--- config.mk ---
export PLATFORM = sky130hd
export DESIGN_NAME = av_timestamp_rebaser
export DESIGN_NICKNAME = d
export VERILOG_FILES = /design/src/sv/avtr_pkg.sv /design/src/sv/avtr_step.sv /design/src/sv/av_timestamp_rebaser.sv
export SDC_FILE = /design/constraint.sdc
export NUM_CORES = 2
export LEC_CHECK = 0
export BUFFER_PORTS_ARGS = -buffer_cell sky130_fd_sc_hd__clkbuf_2
export CAP_MARGIN = 20
export CORE_MARGIN = 2
export CORE_UTILIZATION = 25
export DETAILED_ROUTE_END_ITERATION = 12
export GPL_ROUTABILITY_DRIVEN = 0
export SLEW_MARGIN = 20
export SYNTH_ARGS = -nofsm -noshare
export SYNTH_HDL_FRONTEND = slang
export SYNTH_SLANG_ARGS = --single-unit
--- constraint.sdc ---
create_clock -name clk -period 10.03 [get_ports clk]
set_clock_uncertainty 0.15 [all_clocks]
set_input_delay 1.5045 -clock clk [delete_from_list [all_inputs] [get_ports clk]]
set_output_delay 1.5045 -clock clk [all_outputs]
set_load 0.03 [all_outputs]
--- src/sv/avtr_pkg.sv ---
// Shared types and constants for the A/V timestamp rebaser.
`default_nettype none

package avtr_pkg;

    // Configuration register indexes
    localparam int unsigned CFG_IDX_W = 2;
    localparam logic [CFG_IDX_W-1:0] REG_FWD_LIMIT = 2'd0;
    localparam logic [CFG_IDX_W-1:0] REG_BWD_LIMIT = 2'd1;

    localparam int unsigned TS_W    = 64;
    localparam int unsigned LIMIT_W = 32;

    // Limit values after reset, in milliseconds
    localparam logic [LIMIT_W-1:0] FWD_LIMIT_RESET = 32'd30000;
    localparam logic [LIMIT_W-1:0] BWD_LIMIT_RESET = 32'd300000;

    // Event codes reported with each result
    typedef enum logic [2:0] {
        EV_FIRST      = 3'd0,
        EV_NORMAL     = 3'd1,
        EV_FWD_REBASE = 3'd2,
        EV_BWD_REBASE = 3'd3,
        EV_BWD_HOLD   = 3'd4
    } event_kind_t;

    // Per-stream rebasing context
    typedef struct packed {
        logic            started;
        logic [TS_W-1:0] out_base;
        logic [TS_W-1:0] in_base;
        logic [TS_W-1:0] last_in;
        logic [TS_W-1:0] last_out;
    } stream_state_t;

endpackage

`default_nettype wire

--- src/sv/avtr_step.sv ---
// Rebasing decision and next stream context for one timestamp.
`default_nettype none

module avtr_step (
    input  wire avtr_pkg::stream_state_t        cur,
    input  wire                                 other_started,
    input  wire logic [avtr_pkg::TS_W-1:0]      other_out_base,
    input  wire logic [avtr_pkg::TS_W-1:0]      ts,
    input  wire logic [avtr_pkg::LIMIT_W-1:0]   fwd_limit,
    input  wire logic [avtr_pkg::LIMIT_W-1:0]   bwd_limit,
    output avtr_pkg::stream_state_t             nxt,
    output logic [avtr_pkg::TS_W-1:0]           res,
    output avtr_pkg::event_kind_t               ev
);

    logic                        is_fwd;
    logic [avtr_pkg::TS_W-1:0]   step_fwd;
    logic [avtr_pkg::TS_W-1:0]   step_bwd;
    logic [avtr_pkg::TS_W-1:0]   fwd_limit_ext;
    logic [avtr_pkg::TS_W-1:0]   bwd_limit_ext;
    logic [avtr_pkg::TS_W-1:0]   first_base;
    logic [avtr_pkg::TS_W-1:0]   normal_ts;

    // Classify the step and measure it as an unsigned magnitude
    assign is_fwd        = $signed(ts) >= $signed(cur.last_in);
    assign step_fwd      = ts - cur.last_in;
    assign step_bwd      = cur.last_in - ts;
    assign fwd_limit_ext = {{(avtr_pkg::TS_W-avtr_pkg::LIMIT_W){1'b0}}, fwd_limit};
    assign bwd_limit_ext = {{(avtr_pkg::TS_W-avtr_pkg::LIMIT_W){1'b0}}, bwd_limit};
    assign first_base    = other_started ? other_out_base : '0;
    assign normal_ts     = cur.out_base + (ts - cur.in_base);

    // Pick the event and update the stream context
    always_comb
    begin
        nxt         = cur;
        nxt.started = 1'b1;
        res         = cur.last_out;
        ev          = avtr_pkg::EV_BWD_HOLD;
        if (!cur.started)
        begin
            nxt.out_base = first_base;
            nxt.in_base  = ts;
            nxt.last_in  = ts;
            nxt.last_out = first_base;
            res          = first_base;
            ev           = avtr_pkg::EV_FIRST;
        end
        else
        begin
            nxt.last_in = ts;
            if (is_fwd)
            begin
                if (step_fwd < fwd_limit_ext)
                begin
                    nxt.last_out = normal_ts;
                    res          = normal_ts;
                    ev           = avtr_pkg::EV_NORMAL;
                end
                else
                begin
                    nxt.out_base = cur.last_out;
                    nxt.in_base  = ts;
                    ev           = avtr_pkg::EV_FWD_REBASE;
                end
            end
            else if (step_bwd > bwd_limit_ext)
            begin
                nxt.out_base = cur.last_out;
                nxt.in_base  = ts;
                ev           = avtr_pkg::EV_BWD_REBASE;
            end
        end
    end

endmodule

`default_nettype wire

--- src/sv/av_timestamp_rebaser.sv ---
// Top level: per-stream decode timestamp rebaser for one video and one audio stream.
// An item passes the input register and then the result register, which drives out_valid and the result.
// Throughput: one item per cycle; the whole pipeline stalls only while a result waits under out_stall.
// Context for the next item of the same stream is updated in the result stage, so
// back-to-back items of one stream see each other's updates.
// Reset clears both started flags and output bases and reloads the jump limits to their defaults.
`default_nettype none

module av_timestamp_rebaser (
    input  wire                                 clk,
    input  wire                                 rst_n,
    // configuration write channel
    input  wire                                 cfg_valid,
    output logic                                cfg_ready,
    input  wire logic [avtr_pkg::CFG_IDX_W-1:0] cfg_index,
    input  wire logic [avtr_pkg::LIMIT_W-1:0]   cfg_data,
    // input channel
    input  wire                                 in_valid,
    output logic                                in_stall,
    input  wire                                 stream_is_audio,
    input  wire logic signed [63:0]             in_timestamp,
    // result channel
    output logic                                out_valid,
    input  wire                                 out_stall,
    output logic signed [63:0]                  out_timestamp,
    output logic [2:0]                          event_kind
);

    logic                            advance;

    logic [avtr_pkg::LIMIT_W-1:0]    fwd_limit_reg;
    logic [avtr_pkg::LIMIT_W-1:0]    bwd_limit_reg;

    logic                            s1_valid_reg;
    logic                            s1_stream_reg;
    logic [avtr_pkg::TS_W-1:0]       s1_ts_reg;

    logic                            started_reg  [2];
    logic [avtr_pkg::TS_W-1:0]       out_base_reg [2];
    logic [avtr_pkg::TS_W-1:0]       in_base_reg  [2];
    logic [avtr_pkg::TS_W-1:0]       last_in_reg  [2];
    logic [avtr_pkg::TS_W-1:0]       last_out_reg [2];

    logic                            out_valid_reg;
    logic [avtr_pkg::TS_W-1:0]       out_ts_reg;
    avtr_pkg::event_kind_t           out_event_reg;

    logic                            other_sel;
    avtr_pkg::stream_state_t         cur_state;
    avtr_pkg::stream_state_t         state_next;
    logic [avtr_pkg::TS_W-1:0]       res_next;
    avtr_pkg::event_kind_t           event_next;

    // Move the pipeline unless a result is held under stall
    assign advance   = !(out_valid_reg && out_stall);
    assign in_stall  = !advance;
    assign cfg_ready = 1'b1;

    // Configuration registers
    always_ff @(posedge clk or negedge rst_n)
    begin
        if (!rst_n)
        begin
            fwd_limit_reg <= avtr_pkg::FWD_LIMIT_RESET;
            bwd_limit_reg <= avtr_pkg::BWD_LIMIT_RESET;
        end
        else if (cfg_valid && cfg_ready)
        begin
            case (cfg_index)
                avtr_pkg::REG_FWD_LIMIT: fwd_limit_reg <= cfg_data;
                avtr_pkg::REG_BWD_LIMIT: bwd_limit_reg <= cfg_data;
                default: ;
            endcase
        end
    end

    // Input register: valid flag
    always_ff @(posedge clk or negedge rst_n)
    begin
        if (!rst_n)
        begin
            s1_valid_reg <= 1'b0;
        end
        else if (advance)
        begin
            s1_valid_reg <= in_valid;
        end
    end

    // Input register: payload
    always_ff @(posedge clk)
    begin
        if (advance && in_valid)
        begin
            s1_stream_reg <= stream_is_audio;
            s1_ts_reg     <= in_timestamp;
        end
    end

    // Gather the context of the selected stream
    assign other_sel          = ~s1_stream_reg;
    assign cur_state.started  = started_reg[s1_stream_reg];
    assign cur_state.out_base = out_base_reg[s1_stream_reg];
    assign cur_state.in_base  = in_base_reg[s1_stream_reg];
    assign cur_state.last_in  = last_in_reg[s1_stream_reg];
    assign cur_state.last_out = last_out_reg[s1_stream_reg];

    avtr_step u_step (
        .cur            (cur_state),
        .other_started  (started_reg[other_sel]),
        .other_out_base (out_base_reg[other_sel]),
        .ts             (s1_ts_reg),
        .fwd_limit      (fwd_limit_reg),
        .bwd_limit      (bwd_limit_reg),
        .nxt            (state_next),
        .res            (res_next),
        .ev             (event_next)
    );

    // Result stage: control and reset-defined context
    always_ff @(posedge clk or negedge rst_n)
    begin
        if (!rst_n)
        begin
            out_valid_reg   <= 1'b0;
            started_reg[0]  <= 1'b0;
            started_reg[1]  <= 1'b0;
            out_base_reg[0] <= '0;
            out_base_reg[1] <= '0;
        end
        else if (advance)
        begin
            out_valid_reg <= s1_valid_reg;
            if (s1_valid_reg)
            begin
                started_reg[s1_stream_reg]  <= state_next.started;
                out_base_reg[s1_stream_reg] <= state_next.out_base;
            end
        end
    end

    // Result stage: payload and context written before use
    always_ff @(posedge clk)
    begin
        if (advance && s1_valid_reg)
        begin
            in_base_reg[s1_stream_reg]  <= state_next.in_base;
            last_in_reg[s1_stream_reg]  <= state_next.last_in;
            last_out_reg[s1_stream_reg] <= state_next.last_out;
            out_ts_reg                  <= res_next;
            out_event_reg               <= event_next;
        end
    end

    assign out_valid     = out_valid_reg;
    assign out_timestamp = out_ts_reg;
    assign event_kind    = out_event_reg;

    // Never take an item while a result is held under stall
    a_no_accept_when_full: assert property (@(posedge clk) disable iff (!rst_n)
        (out_valid_reg && out_stall) |-> in_stall)
        else $error("input transfer while result held");

    // A processed item always leaves its stream started
    a_started_after_item: assert property (@(posedge clk) disable iff (!rst_n)
        (s1_valid_reg && advance) |=> started_reg[$past(s1_stream_reg)])
        else $error("stream not started after item");

    // Started flags never drop outside reset
    a_video_started_holds: assert property (@(posedge clk) disable iff (!rst_n)
        !$fell(started_reg[0]))
        else $error("video started flag dropped");

    a_audio_started_holds: assert property (@(posedge clk) disable iff (!rst_n)
        !$fell(started_reg[1]))
        else $error("audio started flag dropped");

    // A forward limit write lands in its register
    a_fwd_limit_write: assert property (@(posedge clk) disable iff (!rst_n)
        (cfg_valid && cfg_ready && cfg_index == avtr_pkg::REG_FWD_LIMIT)
        |=> fwd_limit_reg == $past(cfg_data))
        else $error("forward limit write lost");

endmodule

`default_nettype wire
==> flow_summary.json <==
{
  "status": "complete, no violations",
  "cp_slowest_cell": "buf_4",
  "final_cell_mix": "a21oi_1 (532), edfxtp_1 (516), inv_1 (362), nor2_1 (310), ha_1 (255)",
  "initial_core_util_pct": 25.1,
  "yosysSeqAreaShare_pct": 45.2,
  "clock_latency_ns": 0.67,
  "area_growth_syn_to_layout_pct": 13.0,
  "crit_fanout": 64,
  "path_clk_slew_ns": 0.06,
  "holdPathEnd": "out_valid",
  "hp-class": "reg2reg",
  "final_common_cell": "a21oi_1",
  "start_kind": "flop",
  "cap_violations": 0,
  "worstSetupPathType": "reg2reg",
  "drv_slew": 0,
  "grt_pass1_vias": 33600,
  "rr_worst_depth": 26,
  "cts_tree": "built",
  "ios": 174,
  "clk_path_buf_depth": 3,
  "cts_root_buf": "clkbuf_16",
  "slowest_delay_ns": 0.74,
  "grt-ovfl-total": 0,
  "ant_nets": 0,
  "synthFlopType": "edfxtp_1",
  "post-place-ws_ns": 1.02,
  "final.fill_count": 18900,
  "cp_data_arrival_time_ns": 9.48,
  "p_leak_nw": 20.6,
  "die-width_um": 429,
  "required_ns": 10.27,
  "slew_headroom_pct": 16.0,
  "r2r_slack_ns": 0.79,
  "synth_seq_cells": 713,
  "rsz0062_at_grt": "no",
  "setup_violations": 0,
  "die-area_um2": 184000,
  "core-area_um2": 180000,
  "postCtsSetupBuffers": 0,
  "total_power_w": 0.0118,
  "synth_edf_count": 516,
  "tns_ns": 0,
  "netlist_area_um2": 45200,
  "worst_slew_pin_slew_ns": 1.25,
  "cts_hold_buf": 0,
  "setup_ws_ns": 0.792,
  "portBuffers": 172,
  "htree_levels": 3,
  "cts_sinks": 713,
  "netlist_instances": 4354,
  "via_count": 35200,
  "peakVddDrop_mv": 0.113,
  "ys_types": 95,
  "wl_per_cell_um": 21.1,
  "track_usage_pct": 15.1,
  "drive_gt1_share_pct": 12.4,
  "drc": 0,
  "critPathMostFrequentCell": "a21oi_1",
  "grt_pass1_wl_mm": 213,
  "hold_depth": 1,
  "drt_iter0_markers": 3850,
  "min_from": "s1_valid_reg",
  "synth_warnings": 0,
  "wl_mm": 144,
  "hold_violations": 0,
  "power_density_nw_per_um2": 231,
  "dr.pass1.iters": 6,
  "place.detailed.hpwl_mm": 106,
  "synthArstFlopShare_pct": 27.5,
  "fin_nets": 4838,
  "cts_buffers": 78,
  "antenna_found_initial": 6,
  "rows": 156,
  "cts-resized-gates": 0,
  "worstReg2RegEnd": "in_base_reg[0][8]",
  "detail_route.vias_per_cell": 5.14,
  "cp-end-kind": "flop",
  "synth_area_per_cell_um2": 10.4,
  "grt_max_degree": 119,
  "fin_crit_sh_pct": 92.1,
  "fmax_ghz": 0.108,
  "die_y_um": 429,
  "min_period_ns": 9.24,
  "syn_nets": 4778
}
where the power goes:
part           switching (W)  total [W]  internal, W
clock                0.00123    0.00297      0.00173
sequential          0.000302    0.00394      0.00364
combinational        0.00308    0.00489      0.00181
total                0.00461     0.0118      0.00718
cell families (layout without fill, tap and decap cells):
kind of cell             Yosys count  after routing  share of synthesized area (%)
AO/OA/AOI/OAI                   1240           1240                           17.1
XOR/XNOR                         140            140                           2.71
adder cells (fa/ha/maj)          320            320                           9.93
buffers and inverters            606            730                           5.38
flip-flops                       713            713                           45.2
multiplexers                     457            457                           10.7
other                              1              3                        0.00829
AND/OR/NAND/NOR                  877            877                           8.95
through the flow:
| step | util, % | cells | hold slack, ns | area [um^2] |
|---|---|---|---|---|
| final | 28.4 | 6850 | 0.349 | 51100 |
| after global routing | 28.4 | 6848 | 0.367 | 51100 |
| after CTS | 28.4 | 6848 | 0.350 | 51100 |
| after detailed placement | 26.9 | 6704 | 0.327 | 48500 |
| after global placement | 26.9 | 6704 | 0.318 | 48500 |
| after floorplan | - | 4354 | 0.308 | 45200 |
metal layers:
metal	part of all wire, %	GRT usage (%)
met1	41	19.3
met2	48	25.7
met3	7.6	2.82
met4	3.6	4.84
met5	0.011	0
cell usage after synthesis, types with 87 or more instances:
master / n / area share, %
a21oi_1: 533 / 5.9
edfxtp_1: 516 / 34
inv_1: 366 / 3.0
nor2_1: 313 / 2.6
ha_1: 255 / 7.1
mux2i_1: 240 / 5.3
nand2_1: 239 / 2.0
o21ai_0: 194 / 2.1
dfrtp_1: 181 / 10
clkbuf_1: 161 / 1.3
mux2_2: 157 / 3.9
a21o_1: 98 / 1.6
xnor2_1: 87 / 1.7
worst max-delay path: cells and delay by family (launching register included):
family                   cells  cell delay [ns]
flip-flops                   1             0.66
buffers and inverters        3             1.03
adder cells (fa/ha/maj)      2             0.75
AND/OR/NAND/NOR              8             2.38
AO/OA/AOI/OAI               10             2.93
XOR/XNOR                     1             0.24
multiplexers                 2             0.71
worst max path at each step:
stage                     slack [ns]                  end      start  cells after the start
after floorplan                 0.33      out_base_reg[0]  out_stall                      7
after global placement          1.01    in_base_reg[0][5]       flop                     31
after detailed placement        1.02    in_base_reg[0][8]       flop                     24
after CTS                       0.94  last_out_reg[0][62]       flop                     23
after global routing            0.34    in_base_reg[0][8]       flop                     26
final                           0.79    in_base_reg[0][8]       flop                     26
final cells by class:
class                   count  area [um^2]  area share (%)
diodes                      2         5.00         0.00979
clock buffers             107         2220            4.34
clock inverters            37          383           0.749
inverters                 366         1390            2.72
multi-input cells        3035        22400            43.9
flip-flops and latches    713        20400            40.0
well taps                2370         2970            5.80
repair buffers            220         1310            2.55
(Power assumes the default switching activity.)
